[config.mk]
export PLATFORM = sky130hd
export DESIGN_NAME = cpu8_alu_with_flags
export DESIGN_NICKNAME = d
export VERILOG_FILES = /design/src/design/c8alu_pkg.sv /design/src/design/cpu8_alu_with_flags.sv /design/src/design/c8alu_core.sv
export SDC_FILE = /design/constraint.sdc
export NUM_CORES = 1
export LEC_CHECK = 0
export ABC_AREA = 0
export BUFFER_PORTS_ARGS = -buffer_cell sky130_fd_sc_hd__buf_2
export CAP_MARGIN = 20
export CELL_PAD_IN_SITES_DETAIL_PLACEMENT = 1
export CELL_PAD_IN_SITES_GLOBAL_PLACEMENT = 1
export CORE_MARGIN = 2
export CORE_UTILIZATION = 50
export CTS_CLUSTER_DIAMETER = 60
export DETAILED_ROUTE_END_ITERATION = 10
export GPL_TIMING_DRIVEN = 0
export PLACE_DENSITY_LB_ADDON = 0.15
export SLEW_MARGIN = 10
export SYNTH_ARGS = -nofsm -noshare
export SYNTH_HDL_FRONTEND = slang
export SYNTH_SLANG_ARGS = --single-unit
export TNS_END_PERCENT = 50
[constraint.sdc]
create_clock -name clk -period 8.05 [get_ports clk]
set_clock_uncertainty 0.15 [all_clocks]
set_input_delay 0.4025 -clock clk [delete_from_list [all_inputs] [get_ports clk]]
set_output_delay 0.4025 -clock clk [all_outputs]
set_load 0.03 [all_outputs]
[src/design/c8alu_pkg.sv]
package c8alu_pkg;

	localparam int unsigned OpWidth = 5;

	localparam logic [OpWidth-1:0] OP_ADD   = 5'd0;
	localparam logic [OpWidth-1:0] OP_ADC   = 5'd1;
	localparam logic [OpWidth-1:0] OP_SUB   = 5'd2;
	localparam logic [OpWidth-1:0] OP_SBC   = 5'd3;
	localparam logic [OpWidth-1:0] OP_AND   = 5'd4;
	localparam logic [OpWidth-1:0] OP_XOR   = 5'd5;
	localparam logic [OpWidth-1:0] OP_OR    = 5'd6;
	localparam logic [OpWidth-1:0] OP_CP    = 5'd7;
	localparam logic [OpWidth-1:0] OP_INC   = 5'd8;
	localparam logic [OpWidth-1:0] OP_DEC   = 5'd9;
	localparam logic [OpWidth-1:0] OP_NEG   = 5'd10;
	localparam logic [OpWidth-1:0] OP_DAA   = 5'd11;
	localparam logic [OpWidth-1:0] OP_CPL   = 5'd12;
	localparam logic [OpWidth-1:0] OP_CCF   = 5'd13;
	localparam logic [OpWidth-1:0] OP_SCF   = 5'd14;
	localparam logic [OpWidth-1:0] OP_ADD16 = 5'd15;
	localparam logic [OpWidth-1:0] OP_ADC16 = 5'd16;
	localparam logic [OpWidth-1:0] OP_SBC16 = 5'd17;

	// flag bit positions
	localparam int unsigned FL_S  = 7;
	localparam int unsigned FL_Z  = 6;
	localparam int unsigned FL_H  = 4;
	localparam int unsigned FL_PV = 2;
	localparam int unsigned FL_N  = 1;
	localparam int unsigned FL_C  = 0;

	localparam logic [7:0] FL_KEEP = 8'hD7;

	typedef struct packed {
		logic [OpWidth-1:0] op;
		logic [7:0]         acc_in;
		logic [7:0]         operand8;
		logic [7:0]         flags_in;
		logic [15:0]        hl_in;
		logic [15:0]        operand16;
	} req_word_t;

	typedef struct packed {
		logic [7:0]  result8;
		logic [15:0] result16;
		logic [7:0]  flags_out;
	} rsp_word_t;

	function automatic logic [7:0] mk_flags(input logic s, input logic z, input logic h,
		input logic pv, input logic n, input logic c);
		mk_flags = {s, z, 1'b0, h, 1'b0, pv, n, c};
	endfunction

endpackage

[src/design/cpu8_alu_with_flags.sv]
// 8-bit ALU with flag byte. A request word carries the operation code, the accumulator,
// an 8-bit operand, the incoming flags, HL and a 16-bit operand; the response word
// carries the 8-bit result, the 16-bit result and the new flags (S7 Z6 H4 P/V2 N1 C0,
// bits 5 and 3 always zero). One word can be accepted every cycle while responses are
// taken. An accepted word lands in the input register, and one pass through the ALU
// logic fills the output register, from which the response word is presented. When the
// response is not taken the output register holds, the input register takes one more
// word and then holds as well, so the block holds at most two words in flight.
// Undefined operation codes pass the accumulator and HL through and keep the flags.
module cpu8_alu_with_flags (
	input  logic                 clk,
	input  logic                 arst_n,
	input  logic                 req_valid,
	output logic                 req_ready,
	input  c8alu_pkg::req_word_t req_word,
	output logic                 rsp_valid,
	input  logic                 rsp_ready,
	output c8alu_pkg::rsp_word_t rsp_word
);
	import c8alu_pkg::*;

	logic      valid_s1, valid_s2;
	req_word_t word_s1;
	rsp_word_t res_s2;
	rsp_word_t alu_res;
	logic      adv_s2;

	assign adv_s2    = !valid_s2 || rsp_ready;
	assign req_ready = !valid_s1 || adv_s2;

	always_ff @(posedge clk or negedge arst_n) begin
		if (!arst_n) begin
			valid_s1 <= 1'b0;
			valid_s2 <= 1'b0;
		end else begin
			if (req_ready) begin
				valid_s1 <= req_valid;
			end
			if (adv_s2) begin
				valid_s2 <= valid_s1;
			end
		end
	end

	always_ff @(posedge clk) begin
		if (req_valid && req_ready) begin
			word_s1 <= req_word;
		end
		if (valid_s1 && adv_s2) begin
			res_s2 <= alu_res;
		end
	end

	c8alu_core u_core (
		.item (word_s1),
		.res  (alu_res)
	);

	assign rsp_valid = valid_s2;
	assign rsp_word  = res_s2;

	// a response only appears after a word sat in the input register
	a_rsp_from_s1: assert property (@(posedge clk) disable iff (!arst_n)
		$rose(valid_s2) |-> $past(valid_s1))
		else $error("response word without a source word");

	// an empty output stage always takes the pending word
	a_s1_moves: assert property (@(posedge clk) disable iff (!arst_n)
		valid_s1 && !valid_s2 |=> valid_s2)
		else $error("input word not moved to output stage");

	// compare keeps the accumulator
	a_cp_keeps_acc: assert property (@(posedge clk) disable iff (!arst_n)
		valid_s1 && adv_s2 && (word_s1.op == OP_CP) |=> res_s2.result8 == $past(word_s1.acc_in))
		else $error("compare changed the accumulator");

endmodule

[src/design/c8alu_core.sv]
module c8alu_core (
	input  c8alu_pkg::req_word_t item,
	output c8alu_pkg::rsp_word_t res
);
	import c8alu_pkg::*;

	logic [7:0]  a, b, fi;
	logic [15:0] hl, w;
	logic        cin, cin8, cin16;

	logic [8:0]  add_s, sub_d;
	logic [4:0]  add_h, sub_h;
	logic [7:0]  add_r, sub_r;
	logic [7:0]  add_f, sub_f;

	logic [7:0]  inc_r, dec_r, neg_r, and_r, xor_r, or_r;

	logic        lo_gt9, big;
	logic [7:0]  corr, daa_r;
	logic        daa_h;

	logic [16:0] add16_s, sub16_d;
	logic [12:0] add16_h, sub16_h;

	assign a     = item.acc_in;
	assign b     = item.operand8;
	assign fi    = item.flags_in;
	assign hl    = item.hl_in;
	assign w     = item.operand16;
	assign cin   = fi[FL_C];
	assign cin8  = ((item.op == OP_ADC) || (item.op == OP_SBC)) && cin;
	assign cin16 = (item.op == OP_ADC16) && cin;

	// 8-bit adder and subtractor
	assign add_s = {1'b0, a} + {1'b0, b} + {8'b0, cin8};
	assign add_h = {1'b0, a[3:0]} + {1'b0, b[3:0]} + {4'b0, cin8};
	assign add_r = add_s[7:0];
	assign add_f = mk_flags(add_r[7], add_r == 8'h00, add_h[4],
		~(a[7] ^ b[7]) & (a[7] ^ add_r[7]), 1'b0, add_s[8]);

	assign sub_d = {1'b0, a} - {1'b0, b} - {8'b0, cin8};
	assign sub_h = {1'b0, a[3:0]} - {1'b0, b[3:0]} - {4'b0, cin8};
	assign sub_r = sub_d[7:0];
	assign sub_f = mk_flags(sub_r[7], sub_r == 8'h00, sub_h[4],
		(a[7] ^ b[7]) & (a[7] ^ sub_r[7]), 1'b1, sub_d[8]);

	assign inc_r = b + 8'd1;
	assign dec_r = b - 8'd1;
	assign neg_r = (~a) + 8'd1;
	assign and_r = a & b;
	assign xor_r = a ^ b;
	assign or_r  = a | b;

	// decimal adjust
	assign lo_gt9 = a[3:0] > 4'd9;
	assign big    = cin || (a > 8'h99);
	assign corr   = {1'b0, big, big, 2'b00, fi[FL_H] || lo_gt9, fi[FL_H] || lo_gt9, 1'b0};
	assign daa_r  = fi[FL_N] ? (a - corr) : (a + corr);
	assign daa_h  = fi[FL_N] ? (fi[FL_H] && (a[3:0] < 4'd6)) : lo_gt9;

	// 16-bit adder and subtractor
	assign add16_s = {1'b0, hl} + {1'b0, w} + {16'b0, cin16};
	assign add16_h = {1'b0, hl[11:0]} + {1'b0, w[11:0]} + {12'b0, cin16};
	assign sub16_d = {1'b0, hl} - {1'b0, w} - {16'b0, cin};
	assign sub16_h = {1'b0, hl[11:0]} - {1'b0, w[11:0]} - {12'b0, cin};

	always_comb begin
		res.result8   = a;
		res.result16  = hl;
		res.flags_out = fi & FL_KEEP;
		unique case (item.op)
			OP_ADD, OP_ADC: begin
				res.result8   = add_r;
				res.flags_out = add_f;
			end
			OP_SUB, OP_SBC: begin
				res.result8   = sub_r;
				res.flags_out = sub_f;
			end
			OP_CP: begin
				res.flags_out = sub_f;
			end
			OP_AND: begin
				res.result8   = and_r;
				res.flags_out = mk_flags(and_r[7], and_r == 8'h00, 1'b1, ~^and_r, 1'b0, 1'b0);
			end
			OP_XOR: begin
				res.result8   = xor_r;
				res.flags_out = mk_flags(xor_r[7], xor_r == 8'h00, 1'b0, ~^xor_r, 1'b0, 1'b0);
			end
			OP_OR: begin
				res.result8   = or_r;
				res.flags_out = mk_flags(or_r[7], or_r == 8'h00, 1'b0, ~^or_r, 1'b0, 1'b0);
			end
			OP_INC: begin
				res.result8   = inc_r;
				res.flags_out = mk_flags(inc_r[7], inc_r == 8'h00, inc_r[3:0] == 4'h0,
					inc_r == 8'h80, 1'b0, cin);
			end
			OP_DEC: begin
				res.result8   = dec_r;
				res.flags_out = mk_flags(dec_r[7], dec_r == 8'h00, dec_r[3:0] == 4'hF,
					dec_r == 8'h7F, 1'b1, cin);
			end
			OP_NEG: begin
				res.result8   = neg_r;
				res.flags_out = mk_flags(neg_r[7], neg_r == 8'h00, a[3:0] != 4'h0,
					a == 8'h80, 1'b1, a != 8'h00);
			end
			OP_DAA: begin
				res.result8   = daa_r;
				res.flags_out = mk_flags(daa_r[7], daa_r == 8'h00, daa_h, ~^daa_r,
					fi[FL_N], big);
			end
			OP_CPL: begin
				res.result8   = ~a;
				res.flags_out = mk_flags(fi[FL_S], fi[FL_Z], 1'b1, fi[FL_PV], 1'b1, cin);
			end
			OP_CCF: begin
				res.flags_out = mk_flags(fi[FL_S], fi[FL_Z], cin, fi[FL_PV], 1'b0, ~cin);
			end
			OP_SCF: begin
				res.flags_out = mk_flags(fi[FL_S], fi[FL_Z], 1'b0, fi[FL_PV], 1'b0, 1'b1);
			end
			OP_ADD16: begin
				res.result16  = add16_s[15:0];
				res.flags_out = mk_flags(fi[FL_S], fi[FL_Z], add16_h[12], fi[FL_PV], 1'b0,
					add16_s[16]);
			end
			OP_ADC16: begin
				res.result16  = add16_s[15:0];
				res.flags_out = mk_flags(add16_s[15], add16_s[15:0] == 16'h0000, add16_h[12],
					~(hl[15] ^ w[15]) & (hl[15] ^ add16_s[15]), 1'b0, add16_s[16]);
			end
			OP_SBC16: begin
				res.result16  = sub16_d[15:0];
				res.flags_out = mk_flags(sub16_d[15], sub16_d[15:0] == 16'h0000, sub16_h[12],
					(hl[15] ^ w[15]) & (hl[15] ^ sub16_d[15]), 1'b1, sub16_d[16]);
			end
			default: begin
			end
		endcase
	end

endmodule
==> results.yml <==
yosys:
  synthCells: 928
  synth_top_area_share_pct: 31.4
  synth_edf_count: 89
  synth_cell_types: 74
  yosys-top-cells-area: "edfxtp_1 (31%), ha_1 (16%), xnor2_1 (6.1%)"
  ys_warn_count: 0
  synth_area_sq_um: 8510
  dominantRegCellSynth: "edfxtp_1"
  yosysTopAreaCell: "edfxtp_1"
  avgSynthCellArea_sq_um: 9.17
  synthArstFlopShare_pct: 2.20
  ys_seq_area_share_pct: 32.0
  synth_seq_cells: 91
die:
  die_h_microns: 134
  ioPinCount: 99
  die_w_microns: 134
  initial_core_util_pct: 51.3
  die-area_sq_um: 18100
  coreArea_sq_um: 16600
  fp-row-count: 47
power:
  pwr-share-comb_pct: 38.6
  clkPwrFrac_pct: 27.4
  netSwitchingFraction_pct: 37.4
  ir_drop_v: 0.000127
  leakage_nw: 4.06
  cellPowerDensity_nw_per_um2: 182
  p_sw_w: 0.000657
  p_total_w: 0.00176
  p_seq_share_pct: 34.1
  internal_power_w: 0.00110
setup_path:
  cp_slowest_cell: "edfxtp_1"
  critPathMaxFanout: 10
  slowest_delay_ns: 0.59
  crit_buf_inv: 3
  critical_path_class: "reg -> reg"
  rr_startpoint: "word_s1[49]"
  r2r_slack_ns: 1.47
  startpoint_type: "register"
  cpMostUsedCell: "ha_1"
  worstSetupEndpointType: "register"
  worst-endpoint-arrival_ns: 6.51
  cp_top_family: "compound AO/OA/AOI/OAI gates"
  worstRegToRegCells: 23
  crit_required_ns: 7.98
  r2r_end: "rsp_word[2]"
  crit_chain: "inv_1 > ha_1 > nor2_1 > o21ai_0 > o211ai_1 > a21oi_1 > ha_1 > inv_1 > o21ai_0 > ha_1 > a21o_1 > a21oi_1 > xnor2_1 > inv_1 > ha_1 > xor2_1 > xnor2_1 > o32ai_1 > a221oi_1 > nand2_1 > a21oi_1 > o31ai_1 > or4_1"
job:
  max_cap_violations: 0
layout:
  areaGrowthSynthToFinish_pct: 13.2
  multi_input_area_sq_um: 5260
  final_nets: 1221
  layout-drive-gt1-share_pct: 13.1
  register_area_sq_um: 2720
  fillers: 1966
  antennaDiodeCount: 0
outcome:
  status: "finished clean"
route:
  drt_iter0_drc: 684
  wl_microns: 28900
  routedWlPerCell_microns: 22.9
  dr_total_vias: 7850
  dr.pass1.iters: 6
  ant_nets: 0
  drc: 0
  viasPerCell: 6.22
sta:
  slew_viol_final: 0
  hold_viol: 0
  setup_viol: 0
  max_freq_ghz: 0.152
  fin_tns_setup_ns: 0
  min_period_over_period_pct: 81.8
  slew_headroom_pct: 38.3
  rsz0062_at_grt: "no"
  period_needed_ns: 6.58
  tightest_slew_ns: 0.902
clock_tree:
  htreeDepth: 3
  cts_buffer_depth: 2
  cts_tree: "built"
  cts-resized-gates: 0
  cts_buffers: 9
  clk_latency_ns: 0.36
  cts.sinks: 91
  cts_root_buffer: "clkbuf_16"
  cts_hold_buf: 1
  clk_pin_slew_ns: 0.08
  cts_setup_buffers: 0
placed_design:
  place_congestion: 1.04
  dp_hpwl_microns: 22700
  portBuffers: 94
grt:
  grt_pass1_vias: 7863
  antenna_found_initial: 1
  grt_pass1_wl_microns: 44200
  grt_overflow: 0
  track_usage_pct: 32.2
  grt_max_degree: 60
min_path:
  hp-start: "req_word[9]"
  whs_path_depth: 1
  min_to: "word_s1[9]"
  hp-class: "in -> reg"
synth_stat cells (all sizes together) (18+ instances only):
| library cell | n |
|---|---|
| a21oi | 60 |
| clkbuf | 21 |
| edfxtp | 89 |
| ha | 110 |
| inv | 110 |
| nand2 | 61 |
| nand2b | 18 |
| nand3 | 25 |
| nor2 | 55 |
| nor3 | 32 |
| o21ai | 49 |
| xnor2 | 59 |
metal layers:
layer	vias to the layer above	wire [microns]	track usage, %
met5	-	0	0
met4	0	656	7.78
met3	58	2430	6.84
met2	355	13000	51.5
met1	3839	12700	44.8
li1	3598	-	-
cells by family (layout without fill, tap and decap cells):
group | Yosys count | after routing | share of synthesized area (%)
AO/OA/AOI/OAI | 233 | 233 | 18.6
XOR/XNOR | 74 | 74 | 7.62
adder cells (fa/ha/maj) | 120 | 120 | 18.4
buffers and inverters | 136 | 249 | 6.22
flip-flops | 91 | 91 | 32.0
multiplexers | 9 | 9 | 1.12
other | 1 | 2 | 0.0441
AND/OR/NAND/NOR | 264 | 264 | 16.0
flip-flops by register name (all words and copies together) (netlist names):
| register | flops |
|---|---|
| valid_s1 | 1 |
| word_s1 | 59 |
| rsp_valid | 1 |
| rsp_word | 30 |
power groups by stage:
| stage | registers (W) | logic [W] | clock network [W] |
|---|---|---|---|
| floorplan | 0.000630 | 0.000437 | 0 |
| global placement | 0.000607 | 0.000630 | 0 |
| detailed placement | 0.000608 | 0.000654 | 0 |
| CTS | 0.000598 | 0.000665 | 0.000488 |
| global route | 0.000602 | 0.000732 | 0.000500 |
| finish | 0.000598 | 0.000677 | 0.000481 |
area by class of cell:
class / count / share of cell area (%)
timing repair buffer: 97 / 5.33
multi-input combinational: 702 / 54.7
clock inverter: 6 / 1.00
clock buffer: 10 / 2.38
buffer: 26 / 1.21
sequential: 91 / 28.3
inverter: 110 / 4.29
tap: 220 / 2.86
stage by stage:
| step | cells | worst slack [ns] | hold WS (ns) | cell area, sq um | util, % |
|---|---|---|---|---|---|
| finish | 1262 | 1.47 | 0.0583 | 9630 | 58.1 |
| global route | 1262 | 1.05 | 0.0534 | 9630 | 58.1 |
| CTS | 1262 | 1.55 | 0.0566 | 9630 | 58.1 |
| detailed placement | 1245 | 1.81 | 0.0471 | 9290 | 56.0 |
| global placement | 1243 | 1.84 | 0.0416 | 9260 | 55.8 |
| floorplan | 929 | 3.28 | -0.0431 | 8510 | - |
placed cells by master, fill, tap and decap left out, types with 8 or more instances in the layout:
cell type	Yosys	final
edfxtp_1	89	89
nand2b_1	18	18
nand2_1	61	61
clkbuf_1	21	22
xnor2_1	59	59
o22ai_1	14	14
o21ai_0	45	45
ha_1	110	110
a22oi_1	11	11
nand3_1	24	24
o221ai_1	8	8
or3_1	9	9
a211oi_1	9	9
xor2_1	15	15
a221oi_1	11	11
fa_1	9	9
clkbuf_16	0	9
inv_1	109	109
buf_2	0	95
nor3_1	32	32
nor4_1	8	8
nor2_1	55	55
a21oi_1	60	60
worst reg2reg max path, delay by kind of cell, from the launching register on:
family,cells,cell delay [ns]
simple gates,3,0.68
buf+inv,3,0.48
fa+ha+maj,4,1.35
xor+xnor,3,0.61
compound gates,10,2.43
flops,1,0.59
worst max-delay path by stage:
stage | depth (start not counted) | to | slack (ns) | startpoint
6_report | 23 | rsp_word[2] | 1.47 | word_s1[49]
2_1_floorplan | 17 | rsp_word[30] | 3.28 | word_s1[58]
3_3_place_gp | 23 | rsp_word[2] | 1.84 | word_s1[49]
3_5_place_dp | 23 | rsp_word[2] | 1.81 | word_s1[49]
5_1_grt | 23 | rsp_word[2] | 1.05 | word_s1[49]
4_1_cts | 23 | rsp_word[2] | 1.55 | word_s1[49]
Note: power is estimated with default switching activity, not from simulation.
